--- src/sv/mtpu_pkg.sv ---
// Shared constants, types and helpers of the point-update mex tracker.
package mtpu_pkg;

    localparam int POSITIONS  = 1024;
    localparam int VALUE_BITS = 32;

    localparam int POS_W    = 10;
    localparam int NEWV_W   = 32;
    localparam int MEX_W    = 11;
    localparam int S_DATA_W = 48;
    localparam int M_DATA_W = 16;

    localparam int CNT_W      = $clog2(POSITIONS + 1);
    localparam int IDX_W      = (POSITIONS > 1) ? $clog2(POSITIONS) : 1;
    localparam int ROW_BITS   = 32;
    localparam int ROW_W      = $clog2(ROW_BITS);
    localparam int ROWS       = (POSITIONS + ROW_BITS - 1) / ROW_BITS;
    localparam int ROW_IDX_W  = (ROWS > 1) ? $clog2(ROWS) : 1;
    localparam int ROWS_PAD   = 1 << ROW_IDX_W;
    localparam int VIDX_W     = ROW_W + ROW_IDX_W;
    localparam int CNT_DEPTH  = 1 << VIDX_W;

    typedef struct packed {
        logic clr;
        logic cap;
        logic ent_wr;
        logic ld_old;
        logic ld_new;
        logic u_rd;
        logic u_wr;
        logic dec;
        logic find_rd;
        logic out_ld;
    } t_cmd;

    typedef struct packed {
        logic clr_last;
        logic pos_ok;
        logic old_cnt;
        logic new_ok;
    } t_sts;

    typedef struct packed {
        logic             found;
        logic [ROW_W-1:0] idx;
    } t_ffz;

    function automatic logic in_range(input logic [VALUE_BITS-1:0] v);
        return 64'(v) < 64'(POSITIONS);
    endfunction

    function automatic t_ffz first_zero(input logic [ROW_BITS-1:0] row);
        t_ffz res;
        res.found = 1'b0;
        res.idx   = '0;
        for (int i = ROW_BITS - 1; i >= 0; i--) begin
            if (!row[i]) begin
                res.found = 1'b1;
                res.idx   = ROW_W'(i);
            end
        end
        return res;
    endfunction

endpackage

--- src/sv/mtpu_ctrl.sv ---
// Sequencer: clearing pass, count read-modify-write steps, mex search, output beat.
module mtpu_ctrl
    import mtpu_pkg::*;
(
    input  logic i_clk,
    input  logic i_rst_n,
    input  logic i_s_tvalid,
    output logic o_s_tready,
    input  logic i_m_tready,
    output logic o_m_tvalid,
    input  t_sts i_sts,
    output t_cmd o_cmd
);

    typedef enum logic [3:0] {
        S_CLR, S_IDLE, S_ENT, S_ORD, S_OWR, S_NLD, S_NRD, S_NWR, S_FRD, S_FWR
    } t_state;

    t_state r_state, n_state;
    logic   r_tvalid;
    logic   w_out_free;

    assign w_out_free = !r_tvalid || i_m_tready;
    assign o_s_tready = (r_state == S_IDLE);
    assign o_m_tvalid = r_tvalid;

    always_comb begin
        n_state = r_state;
        o_cmd   = '0;
        unique case (r_state)
            S_CLR: begin
                o_cmd.clr = 1'b1;
                if (i_sts.clr_last) n_state = S_IDLE;
            end
            S_IDLE: begin
                if (i_s_tvalid) begin
                    o_cmd.cap = 1'b1;
                    n_state   = S_ENT;
                end
            end
            S_ENT: begin
                o_cmd.ld_old = 1'b1;
                if (!i_sts.pos_ok) begin
                    n_state = S_FRD;
                end else begin
                    o_cmd.ent_wr = 1'b1;
                    n_state      = i_sts.old_cnt ? S_ORD : S_NLD;
                end
            end
            S_ORD: begin
                o_cmd.u_rd = 1'b1;
                n_state    = S_OWR;
            end
            S_OWR: begin
                o_cmd.u_wr = 1'b1;
                o_cmd.dec  = 1'b1;
                n_state    = S_NLD;
            end
            S_NLD: begin
                o_cmd.ld_new = 1'b1;
                n_state      = i_sts.new_ok ? S_NRD : S_FRD;
            end
            S_NRD: begin
                o_cmd.u_rd = 1'b1;
                n_state    = S_NWR;
            end
            S_NWR: begin
                o_cmd.u_wr = 1'b1;
                n_state    = S_FRD;
            end
            S_FRD: begin
                o_cmd.find_rd = 1'b1;
                n_state       = S_FWR;
            end
            S_FWR: begin
                if (w_out_free) begin
                    o_cmd.out_ld = 1'b1;
                    n_state      = S_IDLE;
                end
            end
            default: n_state = S_IDLE;
        endcase
    end

    always_ff @(posedge i_clk) begin
        if (!i_rst_n) begin
            r_state  <= S_CLR;
            r_tvalid <= 1'b0;
        end else begin
            r_state <= n_state;
            if (o_cmd.out_ld) begin
                r_tvalid <= 1'b1;
            end else if (i_m_tready) begin
                r_tvalid <= 1'b0;
            end
        end
    end

endmodule

--- config.mk ---
export PLATFORM = sky130hd
export DESIGN_NAME = mtpu_ctrl
export DESIGN_NICKNAME = d
export VERILOG_FILES = /design/src/sv/mtpu_pkg.sv /design/src/sv/mtpu_ctrl.sv
export SDC_FILE = /design/constraint.sdc
export NUM_CORES = 1
export LEC_CHECK = 0
export BUFFER_PORTS_ARGS = -buffer_cell sky130_fd_sc_hd__buf_2
export CORE_AREA = 2 2 39 41
export DETAILED_ROUTE_END_ITERATION = 12
export DIE_AREA = 0 0 41 43
export PLACE_DENSITY = 0.66
export SLEW_MARGIN = 20
export SYNTH_ARGS = -nofsm -noshare
export SYNTH_HDL_FRONTEND = slang
export SYNTH_SLANG_ARGS = --single-unit
--- constraint.sdc ---
create_clock -name i_clk -period 2.6 [get_ports i_clk]
set_input_delay 0.39 -clock i_clk [delete_from_list [all_inputs] [get_ports i_clk]]
set_output_delay 0.39 -clock i_clk [all_outputs]
set_load 0.005 [all_outputs]
==> results of run 1 <==
## through the flow
stage          total power [uW]  setup WS [ns]
2_1_floorplan               118           1.40
3_3_place_gp                134           1.08
3_5_place_dp                134           1.03
4_1_cts                     225          0.772
5_1_grt                     238          0.655
6_report                    221          0.769
## cell usage in the layout (no fill, tap or decap)
cell,netlist,final
nor2b_1,3,3
buf_2,1,19
o21a_1,1,1
a311oi_1,1,1
o31a_2,1,1
nor3b_1,1,1
and2_1,1,1
nand2b_1,4,4
nor2_1,5,5
a211oi_1,1,1
nor3_1,6,6
a22oi_1,1,1
o32ai_1,1,1
a31o_1,1,1
a21oi_1,2,2
a32oi_1,1,1
xnor2_1,1,1
inv_1,3,3
and3_1,2,2
clkbuf_4,0,3
nand2b_2,3,3
dfxtp_1,5,5
a21o_1,1,1
nor4_1,1,1
clkbuf_1,0,1
o21ai_1,1,1
a2111o_1,1,1
## layer usage
layer | share of wire | global-route usage | up-vias
met3 | 0.052 | 0.0628 | 2
met4 | 0.017 | 0.0600 | 0
met1 | 0.47 | 0.171 | 191
met2 | 0.46 | 0.178 | 11
met5 | 0 | 0 | -
li1 | - | - | 227
## power groups by stage
stage / combinational, uW / sequential, uW / clock [uW]
floorplan: 34.3 / 83.9 / 0
global placement: 43.1 / 90.5 / 0
detailed placement: 43.2 / 91.1 / 0
CTS: 43.6 / 89.7 / 91.3
global route: 49.2 / 91.1 / 97.4
finish: 43.1 / 90.0 / 88.3
## state kept, by name (all words and copies together) (netlist names)
signal and count:
o_m_tvalid 1, r_state 4
## cell families (layout without fill, tap and decap cells)
group           count (synthesis)  count (layout)  synth area share
simple gates                   26              26             0.385
buf+inv                         6              26            0.0796
flops                           5               5             0.255
xor+xnor                        1               1            0.0223
compound gates                 13              13             0.258
## cell type report
| cell class | instances | share of cell area |
|---|---|---|
| Timing Repair Buffer | 19 | 0.185 |
| Tap cell | 16 | 0.0389 |
| Sequential cell | 5 | 0.195 |
| Clock buffer | 4 | 0.0511 |
| Inverter | 3 | 0.0219 |
| Multi-Input combinational cell | 40 | 0.509 |
## worst max-delay path, stage by stage, from the launching register on
cell and delay [ns]:
dfxtp_1 0.55, nor2b_1 0.33, and3_1 0.21, buf_2 0.11
## worst paths after layout
path                            cells after the start    endpoint
worst max-delay path                                3    o_cmd[7]
worst min-delay path                                2  o_m_tvalid
worst max register to register                      3  r_state[2]
worst min register to register                      3  r_state[3]
==> reports/metrics.csv, run 1 <==
metric,value,unit
status,"complete, no violations",
core area,0.00138,mm2
total track usage,0.132,
DP Cell Count,83,
Max-Cap Viols,0,
most frequent cells after synthesis,"nor3_1, dfxtp_1, nor2_1, nand2b_1",
Worst-Skew Late Latency,0.24,ns
ant diodes,0,
drt pass-1 iters,3,
Synth warnings,0,
worst-path maximum fanout,13,
drt drc,0,
antenna violation net count after detailed routing,0,
Hold Path Class,in -> reg,
Clock Pin Slew Worst Setup and Hold Paths,0.04,ns
Crit. End Element,primary output,
critical path type,reg -> out,
min-delay src,i_rst_n,
RSZ-0062 raised after global routing,no,
Tmin final,1.83,ns
fin cells,87,
most numerous cell in the Yosys netlist,nor3_1,
number of I/O port buffers,19,
R2R Setup Slk,1.29,ns
Worst Setup SP,r_state[1],
Post-DP HPWL,704,um
clk sinks,5,
num rows,14,
H-Tree Level Count,1,
CTS resizes,0,
final setup vio count,0,
largest cells by area after synthesis,"dfxtp_1, nor3_1, nand2b_2, nand2b_1, nor2_1",
"area leader, netlist",dfxtp_1,
WL/cell,10.8,um
clock tree root buffer cell,clkbuf_4,
total gr overflow,0,
Int Power,161,uW
Gate power share,0.195,
CP startpoint kind,flop,
synth-to-layout area growth,30.9,%
Final Net Count,80,
vias in the first global route,396,
"Seq/Total Area, Yosys",0.255,
Pleak,0.000245,uW
cell count after synthesis,51,
VDD IR max,0.178,mV
top-area cell type share of the netlist area,0.255,
final hold slack,0.440,ns
fillers,146,
placer congestion estimate,0.850,
total detailed-routing wirelength,936,um
Sequential Area,100,um2
Post-synth top flop,dfxtp_1,
largest net degree at the start of global routing,15,
WP data arrival,1.44,ns
period utilization,0.704,
"Hold-fix buffers, CTS",0,
finished layout cell area,514,um2
Final Max Slew Viols,0,
r2r startpoint,r_state[0],
area of the multi-input gates,262,um2
fmax,546,MHz
Worst-Margin Slew,0.489,ns
sequential share of power,0.407,
CTS tree,done,
switching pwr,60.7,uW
clock share of power,0.399,
PD cells,431,mW/mm2
Util after Layout,0.372,
setup_tns,0,ns
Rel. slew slack,0.674,
Die Width,41,um
via count,431,
die area,0.00176,mm2
post-synth cell types,26,
postcts setup bufs,0,
Net Sw Frac,0.274,
Synthesized Nets,59,
Post-DP Area,488,um2
CTS Buffer Depth,2,
CP required,2.21,ns
Setup Skew,0.00179,ns
Hold Fails Final Rpt,0,
Die Y,43,um
fraction of layout cells with a size suffix above 1,0.366,
Initial Util,0.284,
asr flop ratio synth,0,
Avg Inst Size Synth,7.70,um2
Post-synth EDFFs,0,
number of antenna violations at the first check in global routing,0,
global-route wire length before repair,1570,um
Synth Register Bits,5,
routed vias/inst,4.95,
CTS Buf Count,3,
Syn Std Cell Area,393,um2
Starting DRT DRC Count,4,
# IOs,20,
(Power assumes the default switching activity.)
==> inputs of run 2 (changes only) <==
clock period = 1.9 ns   (was 2.6 ns; I/O delays follow)
==> run 2 against run 1 <==
Total power rose by 41%. Worst hold slack got worse by 0.13 ns. Sequential share of layout area is 0.28 points lower. Setup slack worse by 0.56 ns. Clock skew up 0.0036 ns. Design area increased by 1.5%. Critical path depth unchanged. Routed wire length is 9.4% higher. Combinational power is 44% higher. Die area unchanged. Cell count is 1.1% higher. Flip-flop and latch count is the same. Largest cell class unchanged. Largest power group is now clock. Highest routed layer unchanged.
==> reports/metrics.csv, run 2 (synthesis gave the netlist of run 1 again) <==
metric,value,unit,change
status,"complete, no violations",,
drt pass-1 iters,4,,+1
Rel. slew slack,0.675,,+0.00118
finished layout cell area,522,um2,+1.5%
Tmin final,1.70,ns,
WL/cell,11.6,um,+8.2%
antenna violation net count after detailed routing,0,,unchanged
synth-to-layout area growth,32.8,%,
Worst-Margin Slew,0.487,ns,-0.00176 ns
WP data arrival,1.41,ns,-0.03 ns
final hold slack,0.313,ns,-0.127 ns
Final Max Slew Viols,0,,unchanged
Final Net Count,81,,+1.3%
total detailed-routing wirelength,1020,um,+9.4%
num rows,14,,unchanged
CP cell instances,nor2b_1 > and3_1 > buf_2,,
most frequent cells in the layout,"buf_2, nor3_1, nor2_1, dfxtp_1, nand2b_1",,
Initial Util,0.284,,unchanged
Die Y,43,um,unchanged
die area,0.00176,mm2,unchanged
clk sinks,5,,unchanged
H-Tree Level Count,1,,unchanged
global-route wire length before repair,1540,um,-1.8%
Pleak,0.000251,uW,+2.2%
max reg flops,4,,unchanged
"most common cell after layout, fill and taps aside",buf_2,,
CTS Buf Count,3,,unchanged
CP bufs+invs,1,,unchanged
ant diodes,0,,unchanged
vias in the first global route,355,,-10%
CP required,1.62,ns,-0.59 ns
Reg with most FFs,r_state,,
Setup Skew,0.00535,ns,+0.00355 ns
total gr overflow,0,,unchanged
CP startpoint kind,flop,,
VDD IR max,0.224,mV,+26%
via count,444,,+3.0%
CTS Buffer Depth,2,,unchanged
postcts setup bufs,0,,unchanged
Post-DP HPWL,729,um,+3.6%
# IOs,20,,unchanged
PD cells,600,mW/mm2,+39%
Hold Path Class,in -> reg,,
total track usage,0.139,,+0.00704
Worst-Skew Late Latency,0.25,ns,about the same
fmax,590,MHz,
Clock Pin Slew Worst Setup and Hold Paths,0.05,ns,about the same
Crit. End Element,primary output,,
core area,0.00138,mm2,unchanged
CTS resizes,0,,unchanged
routed vias/inst,5.05,,+1.8%
Util after Layout,0.377,,+0.00542
period utilization,0.893,,
largest net degree at the start of global routing,15,,unchanged
Max-Cap Viols,0,,unchanged
drt drc,0,,unchanged
setup_tns,0,ns,unchanged
worst setup margin,0.204,ns,-0.565 ns
worst-path maximum fanout,14,,+1
Starting DRT DRC Count,10,,+6
Post-DP Area,495,um2,+1.5%
fraction of layout cells with a size suffix above 1,0.375,,+0.00880
Die Width,41,um,unchanged
RSZ-0062 raised after global routing,no,,
number of antenna violations at the first check in global routing,0,,unchanged
"Hold-fix buffers, CTS",0,,unchanged
slowest cell on the critical path,dfxtp_1,,
Hold Fails Final Rpt,0,,unchanged
clock tree root buffer cell,clkbuf_4,,
Setup WS pre-CTS,0.511,ns,-0.516 ns
family with the most delay on the worst path,flip-flops,,
placer congestion estimate,0.822,,-3.3%
CTS tree,done,,
critical path type,reg -> out,,
Worst path max stage delay,0.60,ns,+0.05 ns
number of I/O port buffers,19,,unchanged
final setup vio count,0,,unchanged
run 2: changes by cell type in the layout (fill, tap and decap cells not counted):
| cell | change |
|---|---|
| buf_4 | +1 |
run 2: worst paths after layout:
| path | from | endpoint | slack (ns) | cells after the start |
|---|---|---|---|---|
| setup / recovery | r_state[0] | o_cmd[8] | 0.20 | 3 |
| hold / removal | i_rst_n | o_m_tvalid | 0.31 | 2 |
| setup reg to reg | r_state[0] | r_state[2] | 0.56 | 3 |
| hold reg to reg | o_m_tvalid | r_state[3] | 0.60 | 3 |
run 2: report_power, final:
part | internal, uW | switching, uW | leakage (uW)
registers | 109 | 11.9 | 0.0000406
clock network | 79.8 | 49.9 | 0.0000150
logic | 32.1 | 30.0 | 0.000195
total | 221 | 91.8 | 0.000251
run 2: layer usage:
layer / routed length [um] / global-route usage / up-vias
met4: 40 / 0.120 / 0
met3: 61 / 0.0628 / 4
li1: - / - / 225
met1: 442 / 0.161 / 197
met2: 480 / 0.181 / 18
met5: 0 / 0 / -
run 2: cell type report:
class	instances	area (um2)
Fill cell	158	862
Multi-Input combinational cell	40	262
Timing Repair Buffer	20	103
Sequential cell	5	100
Clock buffer	4	26.3
Tap cell	16	20.0
Inverter	3	11.3
run 2: per-stage QoR:
stage / instances / total power (uW)
after global placement: 84 / 183
after floorplan: 51 / 162
after global routing: 88 / 336
final: 88 / 313
after detailed placement: 84 / 184
after CTS: 88 / 318
==> inputs of run 3 (changes only) <==
RECOVER_POWER = 25   (was unset)
==> run 3 against run 2 <==
Clock power about the same. Flip-flop and latch count stayed put. Critical path type unchanged. Routed wire length shrank 0.68%. Largest power group unchanged.
==> reports/metrics.csv, run 3 (synthesis gave the netlist of run 1 again) <==
metric,value,unit,change
CP required,1.62,ns,about the same
period utilization,0.884,,-0.00913
Die Y,43,um,unchanged
Post-DP Area,495,um2,unchanged
PD cells,599,mW/mm2,-0.11%
Hold Fails Final Rpt,0,,unchanged
total detailed-routing wirelength,1020,um,-0.68%
Reg with most FFs,r_state,,
"Hold-fix buffers, CTS",0,,unchanged
switching pwr,91.5,uW,-0.36%
Hold Crit Depth,2,,unchanged
clock tree root buffer cell,clkbuf_4,,
CTS Buffer Depth,2,,unchanged
critical path type,reg -> out,,
antenna violation net count after detailed routing,0,,unchanged
Worst-Margin Slew,0.501,ns,+0.0139 ns
CTS tree,done,,
vias in the first global route,355,,unchanged
ant diodes,0,,unchanged
"most common cell after layout, fill and taps aside",buf_2,,
CTS Buf Count,3,,unchanged
total track usage,0.139,,unchanged
final setup vio count,0,,unchanged
status,"complete, no violations",,
RSZ-0062 raised after global routing,no,,
postcts setup bufs,0,,unchanged
Initial Util,0.284,,unchanged
num rows,14,,unchanged
Setup Skew,0.00530,ns,-0.0000448 ns
CP startpoint kind,flop,,
Crit. End Element,primary output,,
Final Net Count,81,,unchanged
die area,0.00176,mm2,unchanged
drt pass-1 iters,4,,unchanged
most frequent cells in the layout,"buf_2, nor3_1, nor2_1, dfxtp_1, nand2b_1",,
worst-path maximum fanout,14,,unchanged
Worst path max stage delay,0.58,ns,-0.02 ns
Int Power,221,uW,about the same
number of antenna violations at the first check in global routing,0,,unchanged
Net Sw Frac,0.293,,-0.000725
slowest cell on the critical path,dfxtp_1,,
RR Endpoint,r_state[2],,
# IOs,20,,unchanged
WL/cell,11.6,um,-0.68%
setup_tns,0,ns,unchanged
synth-to-layout area growth,32.8,%,unchanged
Final Max Slew Viols,0,,unchanged
Max-Cap Viols,0,,unchanged
routed vias/inst,5.06,,+0.23%
Tmin final,1.68,ns,-0.0173 ns
Die Width,41,um,unchanged
Starting DRT DRC Count,10,,unchanged
Post-DP HPWL,729,um,unchanged
max reg flops,4,,unchanged
largest net degree at the start of global routing,15,,unchanged
worst hold endpoint,o_m_tvalid,,
VDD IR max,0.224,mV,+0.19%
number of I/O port buffers,19,,unchanged
Clock Pin Slew Worst Setup and Hold Paths,0.05,ns,about the same
Util after Layout,0.377,,unchanged
finished layout cell area,522,um2,unchanged
clk sinks,5,,unchanged
Gate power share,0.198,,about the same
fillers,158,,unchanged
CTS resizes,0,,unchanged
drt drc,0,,unchanged
placer congestion estimate,0.822,,unchanged
total gr overflow,0,,unchanged
sequential share of power,0.387,,about the same
Worst-Skew Late Latency,0.25,ns,about the same
R2R Setup Slk,0.58,ns,+0.02 ns
Rel. slew slack,0.665,,-0.00928
fraction of layout cells with a size suffix above 1,0.375,,unchanged
Hold Path Class,in -> reg,,
via count,445,,+0.23%
Reg2Reg Depth,3,,unchanged
min-delay src,i_rst_n,,
WP data arrival,1.39,ns,-0.02 ns
H-Tree Level Count,1,,unchanged
r2r startpoint,r_state[0],,
core area,0.00138,mm2,unchanged
CP cell instances,nor2b_1 > and3_1 > buf_2,,
clock share of power,0.415,,about the same
Worst Setup SP,r_state[0],,
global-route wire length before repair,1540,um,unchanged
Pleak,0.000251,uW,about the same
fmax,596,MHz,+1.0%
-- run 3: cell counts in the layout (fill, tap and decap cells not counted) --
No cell type changed its count.
-- run 3: cell type report --
type	count	area (um2)	area share
Clock buffer	4	26.3	0.0504
Inverter	3	11.3	0.0216
Multi-Input combinational cell	40	262	0.501
Sequential cell	5	100	0.192
Tap cell	16	20.0	0.0384
Timing Repair Buffer	20	103	0.197
-- run 3: how the worst max path moves through the flow --
stage | endpoint | slack (ns) | cells past startpoint
6_report | o_cmd[8] | 0.22 | 3
5_1_grt | o_cmd[8] | 0.08 | 3
4_1_cts | o_cmd[7] | 0.22 | 3
3_5_place_dp | o_cmd[7] | 0.51 | 3
3_3_place_gp | o_cmd[7] | 0.53 | 3
2_1_floorplan | r_state[0] | 0.81 | 4
-- run 3: power groups by stage --
stage | sequential, uW | combinational, uW | clock, uW
floorplan | 115 | 46.9 | 0
global placement | 122 | 61.0 | 0
detailed placement | 123 | 61.5 | 0
CTS | 121 | 61.9 | 135
global route | 122 | 69.3 | 144
finish | 121 | 62.0 | 130
-- run 3: layer usage --
layer,vias up,track usage,part of all wire
met5,-,0,0
met4,0,0.120,0.039
met3,4,0.0628,0.063
met2,17,0.181,0.47
met1,198,0.161,0.42
li1,226,-,-
-- run 3: metrics by stage --
stage                     total power, uW  cells  setup WS (ns)  hold WS [ns]
after floorplan                       162     51          0.806         0.403
after global placement                183     84          0.533         0.574
after detailed placement              184     84          0.511         0.569
after CTS                             318     88          0.223         0.310
after global routing                  336     88         0.0847         0.319
final                                 313     88          0.221         0.312
-- run 3: critical path: cells and delay by family (launching register included) --
| kind | cells | cell delay, ns |
|---|---|---|
| DFF | 1 | 0.58 |
| and+or+nand+nor | 2 | 0.45 |
| buffers and inverters | 1 | 0.11 |
